[src/ptw_pkg.sv]
`timescale 1ns / 1ps
// ----------------------------------------------------------------------------
// ptw_pkg
// Shared widths, codes and controller/datapath types for the page table walker.
// ----------------------------------------------------------------------------
package ptw_pkg;

    localparam int unsigned TABLE_WORDS_DEF = 16384;
    localparam int unsigned LEVELS          = 4;

    localparam int unsigned WORD_W   = 64;
    localparam int unsigned PA_W     = 52;
    localparam int unsigned VA_W     = 48;
    localparam int unsigned WIDX_W   = 14;
    localparam int unsigned IDX_W    = 9;
    localparam int unsigned OFF_W    = 12;
    localparam int unsigned FRAME_W  = PA_W - OFF_W;
    localparam int unsigned WADDR_W  = FRAME_W + IDX_W;
    localparam int unsigned LEVEL_W  = $clog2(LEVELS);
    localparam int unsigned PRESENT_BIT = 0;

    localparam logic [LEVEL_W-1:0] LEVEL_TOP  = LEVEL_W'(LEVELS - 1);
    localparam logic [LEVEL_W-1:0] LEVEL_LEAF = '0;

    localparam logic FUNC_WRITE = 1'b0;
    localparam logic FUNC_XLATE = 1'b1;

    typedef struct packed {
        logic               start;
        logic               wr;
        logic               step;
        logic [LEVEL_W-1:0] lvl;
        logic               res_map;
        logic               set_pend;
        logic               load_out;
        logic               out_from_pend;
    } t_ptw_cmd;

    typedef struct packed {
        logic addr_ok;
        logic present;
    } t_ptw_sts;

endpackage

[src/ptw_ctrl.sv]
`timescale 1ns / 1ps
// ----------------------------------------------------------------------------
// ptw_ctrl
// Walker controller: accepts words, steps the levels, drives the output valid.
// ----------------------------------------------------------------------------
module ptw_ctrl (
    input  logic              i_clk,
    input  logic              i_rst_n,
    input  logic              i_req_valid,
    input  logic              i_func,
    output logic              o_req_ready,
    output logic              o_rsp_valid,
    input  logic              i_rsp_ready,
    input  ptw_pkg::t_ptw_sts i_sts,
    output ptw_pkg::t_ptw_cmd o_cmd
);

    typedef enum logic [1:0] {
        S_IDLE,
        S_WALK,
        S_DONE
    } t_state;

    t_state                        r_state, n_state;
    logic [ptw_pkg::LEVEL_W-1:0]   r_level, n_level;
    logic                          r_out_valid, n_out_valid;
    ptw_pkg::t_ptw_cmd             cmd;
    logic                          acc;
    logic                          out_free;
    logic                          fin;
    logic                          fin_map;

    assign acc      = i_req_valid && o_req_ready;
    assign out_free = !r_out_valid || i_rsp_ready;

    always_comb begin
        cmd         = '0;
        n_state     = r_state;
        n_level     = r_level;
        n_out_valid = r_out_valid && !i_rsp_ready;
        fin         = 1'b0;
        fin_map     = 1'b0;
        case (r_state)
            S_IDLE: begin
                if (acc) begin
                    if (i_func == ptw_pkg::FUNC_WRITE) begin
                        cmd.wr = 1'b1;
                        fin    = 1'b1;
                    end else begin
                        cmd.start = 1'b1;
                        cmd.lvl   = ptw_pkg::LEVEL_TOP;
                        if (i_sts.addr_ok) begin
                            n_state = S_WALK;
                            n_level = ptw_pkg::LEVEL_TOP;
                        end else begin
                            fin = 1'b1;
                        end
                    end
                end
            end
            S_WALK: begin
                if (!i_sts.present) begin
                    fin = 1'b1;
                end else if (r_level == ptw_pkg::LEVEL_LEAF) begin
                    fin     = 1'b1;
                    fin_map = 1'b1;
                end else begin
                    cmd.step = 1'b1;
                    cmd.lvl  = r_level - 1'b1;
                    if (i_sts.addr_ok) begin
                        n_level = r_level - 1'b1;
                    end else begin
                        fin = 1'b1;
                    end
                end
            end
            S_DONE: begin
                if (out_free) begin
                    cmd.load_out      = 1'b1;
                    cmd.out_from_pend = 1'b1;
                    n_state           = S_IDLE;
                end
            end
            default: begin
                n_state = S_IDLE;
            end
        endcase
        cmd.res_map = fin_map;
        if (fin) begin
            if (out_free) begin
                cmd.load_out = 1'b1;
                n_state      = S_IDLE;
            end else begin
                cmd.set_pend = 1'b1;
                n_state      = S_DONE;
            end
        end
        if (cmd.load_out) begin
            n_out_valid = 1'b1;
        end
    end

    always_ff @(posedge i_clk) begin
        if (!i_rst_n) begin
            r_state     <= S_IDLE;
            r_level     <= '0;
            r_out_valid <= 1'b0;
        end else begin
            r_state     <= n_state;
            r_level     <= n_level;
            r_out_valid <= n_out_valid;
        end
    end

    assign o_req_ready = i_rst_n && (r_state == S_IDLE);
    assign o_rsp_valid = r_out_valid;
    assign o_cmd       = cmd;

    a_load_free: assert property (@(posedge i_clk) disable iff (!i_rst_n)
        cmd.load_out |-> (!r_out_valid || i_rsp_ready))
        else $error("output register overwritten while held");

    a_done_full: assert property (@(posedge i_clk) disable iff (!i_rst_n)
        (r_state == S_DONE) |-> r_out_valid)
        else $error("pending result with empty output register");

    a_leaf_ends: assert property (@(posedge i_clk) disable iff (!i_rst_n)
        (r_state == S_WALK && r_level == ptw_pkg::LEVEL_LEAF) |=> (r_state != S_WALK))
        else $error("walk continued past leaf level");

    a_one_op: assert property (@(posedge i_clk) disable iff (!i_rst_n)
        !((cmd.start || cmd.step) && cmd.wr))
        else $error("table read and write in one cycle");

endmodule

[config.mk]
export PLATFORM = sky130hd
export DESIGN_NAME = ptw_ctrl
export DESIGN_NICKNAME = d
export VERILOG_FILES = /design/src/ptw_pkg.sv /design/src/ptw_ctrl.sv
export SDC_FILE = /design/constraint.sdc
export NUM_CORES = 1
export LEC_CHECK = 0
export BUFFER_PORTS_ARGS = -buffer_cell sky130_fd_sc_hd__clkbuf_2
export CAP_MARGIN = 20
export CORE_AREA = 2 2 39 41
export DETAILED_ROUTE_END_ITERATION = 16
export DIE_AREA = 0 0 41 43
export PLACE_DENSITY = 0.66
export SETUP_SLACK_MARGIN = 0.15
export SLEW_MARGIN = 15
export SYNTH_ARGS = -nofsm -noshare
export SYNTH_HDL_FRONTEND = slang
export SYNTH_SLANG_ARGS = --single-unit
[constraint.sdc]
create_clock -name i_clk -period 2.9 [get_ports i_clk]
set_clock_uncertainty 0.1 [all_clocks]
set_input_delay 0.725 -clock i_clk [delete_from_list [all_inputs] [get_ports i_clk]]
set_output_delay 0.725 -clock i_clk [all_outputs]
set_load 0.05 [all_outputs]
==> results of run 1 <==
## cell families (layout without fill, tap and decap cells)
family / count (synthesis) / after routing / share of synthesized area, %
AND/OR/NAND/NOR: 23 / 23 / 34.29
AO/OA/AOI/OAI: 9 / 9 / 21.27
buffers and inverters: 8 / 27 / 9.522
flip-flops: 5 / 5 / 25.40
adder cells (fa/ha/maj): 3 / 3 / 9.525
## how the worst max path moves through the flow
stage / depth (start not counted) / start / endpoint / slack [ns]
2_1_floorplan: 2 / i_sts[0] / o_cmd[4] / 0.18
3_3_place_gp: 5 / i_rst_n / o_cmd[1] / 0.36
3_5_place_dp: 5 / i_rst_n / o_cmd[1] / 0.33
4_1_cts: 6 / r_level[0]$_SDFFE_PN0P_ / o_cmd[1] / 0.25
5_1_grt: 6 / r_level[0]$_SDFFE_PN0P_ / o_cmd[1] / 0.16
6_report: 6 / r_level[0]$_SDFFE_PN0P_ / o_cmd[1] / 0.30
## cells in the mapped netlist
cell type and n:
inv_1 6, dfxtp_1 5, nand2_1 5, nor2_1 5
ha_1 3, nor2b_1 3, and4bb_2 2, buf_4 2
nand2b_1 2, o21ai_0 2, o221a_2 2, a2111oi_2 1
a21boi_0 1, a221oi_2 1, a22oi_1 1, a31oi_1 1
and2_1 1, and2b_1 1, and3_1 1, nand3b_1 1
nor3b_1 1, or3_1 1
## power by group
group	leakage, nW	internal [W]	switching (W)
Sequential	0.0410	0.0000746	0.00000575
Combinational	0.187	0.0000278	0.0000590
Clock	0.0150	0.0000520	0.0000290
## state kept, by name (all words and copies together), names as in the netlist
register     flops
r_level          2
o_rsp_valid      1
r_state          2
## cell type report
| type | instances | area (um2) |
|---|---|---|
| fillers | 151 | 873.3 |
| inverters | 6 | 22.52 |
| multi-input cells | 35 | 256.5 |
| repair buffers | 17 | 85.08 |
| flip-flops and latches | 5 | 100.1 |
| clock buffers | 4 | 26.28 |
| well taps | 16 | 20.02 |
## layer usage
metal	vias to the layer above	GRT usage (%)
li1	204	-
met4	0	6.000
met2	16	12.81
met5	-	0
met1	148	13.23
met3	0	6.283
## critical path, cell delays in order (launching register included)
cell,delay [ns]
dfxtp_1,0.34
inv_1,0.08
ha_1,0.24
nand3b_1,0.23
a221oi_2,0.33
nor2_1,0.07
clkbuf_2,0.24
## cell usage in the layout (no fill, tap or decap)
master | synthesis | routed
o221a_2 | 2 | 2
and2_1 | 1 | 1
and2b_1 | 1 | 1
nand3b_1 | 1 | 1
a221oi_2 | 1 | 1
dfxtp_1 | 5 | 5
clkbuf_1 | 0 | 1
a22oi_1 | 1 | 1
o21ai_0 | 2 | 2
a2111oi_2 | 1 | 1
clkbuf_4 | 0 | 3
a31oi_1 | 1 | 1
nand2_1 | 5 | 5
inv_1 | 6 | 6
ha_1 | 3 | 3
nand2b_1 | 2 | 2
or3_1 | 1 | 1
and4bb_2 | 2 | 2
clkbuf_2 | 0 | 17
a21boi_0 | 1 | 1
and3_1 | 1 | 1
nor3b_1 | 1 | 1
nor2_1 | 5 | 5
nor2b_1 | 3 | 3
## stage by stage
step                instances  total power [W]  setup slack, ns  hold slack [ns]
floorplan                  48        0.0001492           0.1832           0.4363
global route               83        0.0002661           0.1606           0.4829
global placement           79        0.0001680           0.3576           0.4452
CTS                        83        0.0002536           0.2460           0.4385
detailed placement         79        0.0001684           0.3305           0.4331
finish                     83        0.0002481           0.2970           0.4383
==> flow_summary.ini, run 1 <==
[status]
run_status = completed

[clock_tree]
cts_tree = built
path_clk_slew_ns = 0.04
holdBufCountCts = 0
cts_inserted_buffers = 3
clock_path_buffers = 2
cts.root.buffer_cell = clkbuf_4
number_of_gates_resized_after_cts = 0
cts_setup_buffers = 0
h-tree-depth = 1
clock_insertion_delay_at_the_later_pin_of_the_skew_report_ns = 0.24
cts_num_sinks = 5

[pwr]
power_per_cell_area_nw_per_um2 = 486.0
power.static_leakage_nw = 0.2426
vdd_drop_max_mv = 0.2848

[logic_synthesis]
synth.ff_latch_count = 5
yosysTopAreaCellShare_pct = 25.40
postSynthAreaPerCell_um2 = 8.211
post_synth_main_area_contributors = dfxtp_1 25%, ha_1 9.5%, and4bb_2 6.3%
ys_warn_count = 0
post_syn_area_um2 = 394.1
postSynthCellCount = 48
synth.net_count = 58
yosysSeqAreaShare_pct = 25.40
yosys.cell_types.count = 22
netlist.top_cell.by_area = dfxtp_1

[min_path]
hold_end = o_rsp_valid$_SDFF_PN0_
min_path_cells = 2
hold_path_class = flip-flop to flip-flop
critical_hold_path_startpoint = o_rsp_valid$_SDFF_PN0_

[layout]
antenna_cells_inserted = 0
finalInstanceArea_um2 = 510.5
layout-drive-gt1-share_pct = 38.81
area_delta_synth_final_pct = 29.52
finish.net_count = 78
post-route-util_pct = 36.89

[routing]
ant_nets = 0
avgRoutedWirePerCell_um = 9.614
viasPerCell = 4.434
dr.first_iter.drc_count = 5
drtPass1Iterations = 2
route.layer.met1.wl_um = 414
wl_met3_um = 58
vias = 368
dr.max_layer_used = met3
finalWirelength_um = 798
drc_errors = 0
routed-wl-met2_um = 326

[placed_design]
gpl.final_weighted_congestion = 0.7574
numPortBuffers = 17
place_hpwl_um = 636.2
place_area_um2 = 484.2

[job]
max_cap_viol_count = 0

[global_route]
grt_pass1_wl_mm = 1.186
grt_max_degree = 9
grt_antenna_before_repair = 0
grt-ovfl-total = 0
number_of_global_route_vias_before_repair = 282
grt_usage_pct = 10.35

[timing]
fmaxAchievable_ghz = 0.3842
final_period_minus_worst_setup_slack_ns = 2.603
relSlewSlack_pct = 77.38
worst_tran_pin_value_ns = 0.3386
rsz_0062_raised_after_global_routing = no
timing.setup.tns_ns = 0
drv_slew = 0
layout_worst_path_cycle_share_pct = 89.76
timing.final.hold_violations = 0
finalSetupViolCount = 0

[setup_path]
r2r.worst_path.cells = 5
reg2reg_slack_ns = 1.27
required_ns = 2.08
regToRegEndpoint = r_level[1]$_SDFFE_PN0P_
worstPathMaxFanout = 5
crit-reg2reg-launch = r_level[0]$_SDFFE_PN0P_
timing.critical_path.from_type = flip-flop
setup.worst_path.class = flip-flop to output pin
cp_data_arrival_time_ns = 1.78
critPathCaptureType = output pin

[floorplanning]
core_region_area_um2 = 1384
die_height_um = 43
ports = 18
rows = 14
die_w_um = 41
initial_core_utilization_pct = 28.48
dieArea_um2 = 1763
(Power assumes the default switching activity.)
==> inputs of run 2 (changes only) <==
Settings changed: REMOVE_ABC_BUFFERS from default to 1.
==> flow_summary.ini, run 2 (synthesized netlist as in run 1, its figures left out) <==
[status]
run_status = completed

[job]
max_cap_viol_count = 0

[global_route]
grt_pass1_wl_mm = 1.255
number_of_global_route_vias_before_repair = 319
grt_antenna_before_repair = 0
grt_usage_pct = 10.15
grt-ovfl-total = 0
grt_max_degree = 9

[timing]
worst_tran_pin_value_ns = 0.3400
final_period_minus_worst_setup_slack_ns = 2.575
timing.final.hold_violations = 0
timing.setup.tns_ns = 0
rsz_0062_raised_after_global_routing = no
layout_worst_path_cycle_share_pct = 88.79
finalSetupViolCount = 0
fin_worst_hold_slack_ns = 0.4362
drv_slew = 0
relSlewSlack_pct = 77.29
fmaxAchievable_ghz = 0.3884

[layout]
mostFrequentLayoutCell = clkbuf_2
filler_cell_count = 149
antenna_cells_inserted = 0
multiInputGateArea_um2 = 256.5
final_cell_count_no_fill = 83
area_delta_synth_final_pct = 29.52
finish.net_count = 78
area.sequential_um2 = 100.1
layout-drive-gt1-share_pct = 38.81
commonest_non_fill_non_tap_cells_in_the_layout = 16 x clkbuf_2, 6 x inv_1, 5 x nand2_1, 5 x nor2_1, 5 x dfxtp_1

[pwr]
vdd_drop_max_mv = 0.2056
share_clk_of_total_power_pct = 31.8
combPwrFrac_pct = 35.4
power_per_cell_area_nw_per_um2 = 479.7
internal-power_w = 0.0001543
power.static_leakage_nw = 0.2429
sequentialPowerShare_pct = 32.8
switching_share_pct = 36.99
p_sw_w = 0.00009058

[placed_design]
place_hpwl_um = 652.8
place.detailed.instances = 79
numPortBuffers = 17
gpl.final_weighted_congestion = 0.8137

[routing]
finalWirelength_um = 765
viasPerCell = 4.590
drc_errors = 0
vias = 381
dr.first_iter.drc_count = 8
avgRoutedWirePerCell_um = 9.217
ant_nets = 0
drtPass1Iterations = 4

[floorplanning]
dieArea_um2 = 1763
die_height_um = 43
core_region_area_um2 = 1384
rows = 14
initial_core_utilization_pct = 28.48
ports = 18
die_w_um = 41

[clock_tree]
cts_num_sinks = 5
path_clk_slew_ns = 0.04
cts_setup_buffers = 0
clock_path_buffers = 2
cts_tree = built
cts_inserted_buffers = 3
cts.root.buffer_cell = clkbuf_4
clock_insertion_delay_at_the_later_pin_of_the_skew_report_ns = 0.24
h-tree-depth = 1

[setup_path]
required_ns = 2.08
timing.critical_path.from_type = flip-flop
worstPathMaxFanout = 5
reg2reg_slack_ns = 1.27
setup.worst_path.class = flip-flop to output pin
cp_data_arrival_time_ns = 1.75
crit_path_start = r_level[0]$_SDFFE_PN0P_
regToRegEndpoint = r_level[1]$_SDFFE_PN0P_
crit_path_end = o_cmd[1]
r2r.worst_path.cells = 5
crit-reg2reg-launch = r_level[0]$_SDFFE_PN0P_
critPathCaptureType = output pin

[min_path]
hold_path_class = flip-flop to flip-flop
min_path_cells = 2
## run 2: cell count changes in the layout (fill, tap and decap cells not counted)
cell,change
clkbuf_2,-1
buf_2,+1
## run 2: critical path, stage by stage, from the launching register on
cell,delay [ns]
dfxtp_1,0.34
inv_1,0.08
ha_1,0.24
nand3b_1,0.23
a221oi_2,0.34
nor2_1,0.07
buf_2,0.21
## run 2: metrics by stage
step | total power [W] | cell area (um2) | worst slack [ns] | utilization, %
global placement | 0.0001681 | 484.2 | 0.3640 | 34.99
CTS | 0.0002485 | 510.5 | 0.2359 | 36.89
global route | 0.0002600 | 510.5 | 0.1639 | 36.89
floorplan | 0.0001473 | 379.1 | 0.1832 | -
finish | 0.0002449 | 510.5 | 0.3251 | 36.89
detailed placement | 0.0001686 | 484.2 | 0.3277 | 34.99
## run 2: power groups by stage
stage	combinational (W)	clock [W]	sequential, W
6_report	0.0000866	0.0000780	0.0000804
5_1_grt	0.0000946	0.0000841	0.0000814
4_1_cts	0.0000875	0.0000807	0.0000803
3_5_place_dp	0.0000870	0	0.0000816
3_3_place_gp	0.0000868	0	0.0000814
2_1_floorplan	0.0000617	0	0.0000856
## run 2: per-layer routing
metal,global-route usage (%),part of all wire (%)
met2,14.06,44
met4,4.000,0
met1,13.23,47
met5,0,0
met3,4.712,8.9
## run 2: layout make-up
class                      instances  area share [%]
tap                               16           3.922
clock buffer                       4           5.147
sequential                         5           19.61
timing repair buffer              17           16.67
multi-input combinational         35           50.25
inverter                           6           4.412
## run 2: timing repair
action | CTS | global route
hold buffers | 0 | 0
setup endpoints to repair | 0 | 1
resized for setup | 0 | 1
## run 2: worst min-delay path by stage
stage | from | endpoint | slack (ns)
2_1_floorplan | r_level[0]$_SDFFE_PN0P_ | r_level[0]$_SDFFE_PN0P_ | 0.44
3_3_place_gp | o_rsp_valid$_SDFF_PN0_ | o_rsp_valid$_SDFF_PN0_ | 0.45
3_5_place_dp | o_rsp_valid$_SDFF_PN0_ | o_rsp_valid$_SDFF_PN0_ | 0.44
4_1_cts | o_rsp_valid$_SDFF_PN0_ | o_rsp_valid$_SDFF_PN0_ | 0.45
5_1_grt | o_rsp_valid$_SDFF_PN0_ | o_rsp_valid$_SDFF_PN0_ | 0.47
6_report | o_rsp_valid$_SDFF_PN0_ | o_rsp_valid$_SDFF_PN0_ | 0.44
==> inputs of run 3 (changes only) <==
--- a/constraint.sdc
+++ b/constraint.sdc
@@ -4,2 +4,2 @@
 set_output_delay 0.725 -clock i_clk [all_outputs]
-set_load 0.05 [all_outputs]
+set_load 0.02 [all_outputs]
==> flow_summary.ini, run 3 (synthesized netlist as in run 1, its figures left out) <==
[status]
run_status = completed

[global_route]
grt_usage_pct = 10.15
grt-ovfl-total = 0
number_of_global_route_vias_before_repair = 319
grt_max_degree = 9
grt_pass1_wl_mm = 1.255
grt_antenna_before_repair = 0

[routing]
avgRoutedWirePerCell_um = 9.145
finalWirelength_um = 759
drc_errors = 0
dr.first_iter.drc_count = 8
vias = 380
viasPerCell = 4.578
drtPass1Iterations = 4
ant_nets = 0

[setup_path]
critPathCaptureType = output pin
cp_data_arrival_time_ns = 1.72
worstPathMaxFanout = 5
r2r.worst_path.cells = 5
timing.critical_path.from_type = flip-flop
required_ns = 2.08
setup.worst_path.class = flip-flop to output pin

[min_path]
min_path_cells = 2
hold_path_class = flip-flop to flip-flop

[pwr]
power.static_leakage_nw = 0.2428
design_power_total_w = 0.0002229
vdd_drop_max_mv = 0.2017
power_per_cell_area_nw_per_um2 = 436.7

[placed_design]
gpl.final_weighted_congestion = 0.8136
place_hpwl_um = 652.8
numPortBuffers = 17

[timing]
worst_tran_pin_value_ns = 0.3398
finalSetupViolCount = 0
layout_worst_path_cycle_share_pct = 87.78
final_period_minus_worst_setup_slack_ns = 2.546
relSlewSlack_pct = 77.30
fin_worst_hold_slack_ns = 0.4362
timing.setup.tns_ns = 0
fmaxAchievable_ghz = 0.3928
drv_slew = 0
rsz_0062_raised_after_global_routing = no
timing.final.hold_violations = 0

[clock_tree]
holdBufCountCts = 0
path_clk_slew_ns = 0.04
clock_path_buffers = 2
cts.root.buffer_cell = clkbuf_4
cts_tree = built
cts_inserted_buffers = 3
cts_setup_buffers = 0
clock_insertion_delay_at_the_later_pin_of_the_skew_report_ns = 0.24
cts_num_sinks = 5
number_of_gates_resized_after_cts = 0
h-tree-depth = 1

[layout]
finish.net_count = 78
commonest_non_fill_non_tap_cells_in_the_layout = 17 x clkbuf_2, 6 x inv_1, 5 x nand2_1, 5 x nor2_1, 5 x dfxtp_1
layout-drive-gt1-share_pct = 38.81
mostFrequentLayoutCell = clkbuf_2
antenna_cells_inserted = 0
post-route-util_pct = 36.89
area_delta_synth_final_pct = 29.52

[floorplanning]
die_w_um = 41
die_height_um = 43
rows = 14
dieArea_um2 = 1763
ports = 18
core_region_area_um2 = 1384
initial_core_utilization_pct = 28.48

[job]
max_cap_viol_count = 0
## run 3: routing by layer
layer | GRT usage, % | up-vias | wire length, um | share of wire, %
met2 | 14.06 | 15 | 340 | 45
met5 | 0 | - | 0 | 0
li1 | - | 205 | - | -
met4 | 4.000 | 0 | 0 | 0
met3 | 4.712 | 0 | 68 | 9.0
met1 | 13.23 | 160 | 350 | 46
## run 3: where the power goes
group | leakage [nW] | switching, W | internal, W
registers | 0.0410 | 0.00000574 | 0.0000746
clock network | 0.0150 | 0.0000260 | 0.0000519
logic | 0.187 | 0.0000370 | 0.0000277
total | 0.243 | 0.0000688 | 0.000154
## run 3: path summary, 6_finish.rpt
check | startpoint | to | slack [ns]
hold / removal | o_rsp_valid$_SDFF_PN0_ | o_rsp_valid$_SDFF_PN0_ | 0.44
hold reg to reg | o_rsp_valid$_SDFF_PN0_ | o_rsp_valid$_SDFF_PN0_ | 0.44
setup reg to reg | r_level[0]$_SDFFE_PN0P_ | r_level[1]$_SDFFE_PN0P_ | 1.27
setup / recovery | r_level[0]$_SDFFE_PN0P_ | o_cmd[1] | 0.35
## run 3: final cells by class
class                      count  area, um2
sequential                     5      100.1
multi-input combinational     35      256.5
inverter                       6      22.52
tap                           16      20.02
timing repair buffer          17      85.08
fill                         149      873.3
clock buffer                   4      26.28
## run 3: worst max-delay path, cell delays in order (launching register included)
cell	delay, ns
dfxtp_1	0.34
inv_1	0.08
ha_1	0.24
nand3b_1	0.23
a221oi_2	0.36
nor2_1	0.07
clkbuf_2	0.16
## run 3: stage by stage
step	setup WS [ns]	instance area, um2	instances
after floorplan	0.7063	379.1	46
after global placement	0.4454	484.2	79
after detailed placement	0.4092	484.2	79
after CTS	0.3173	510.5	83
after global routing	0.1959	510.5	83
final	0.3545	510.5	83
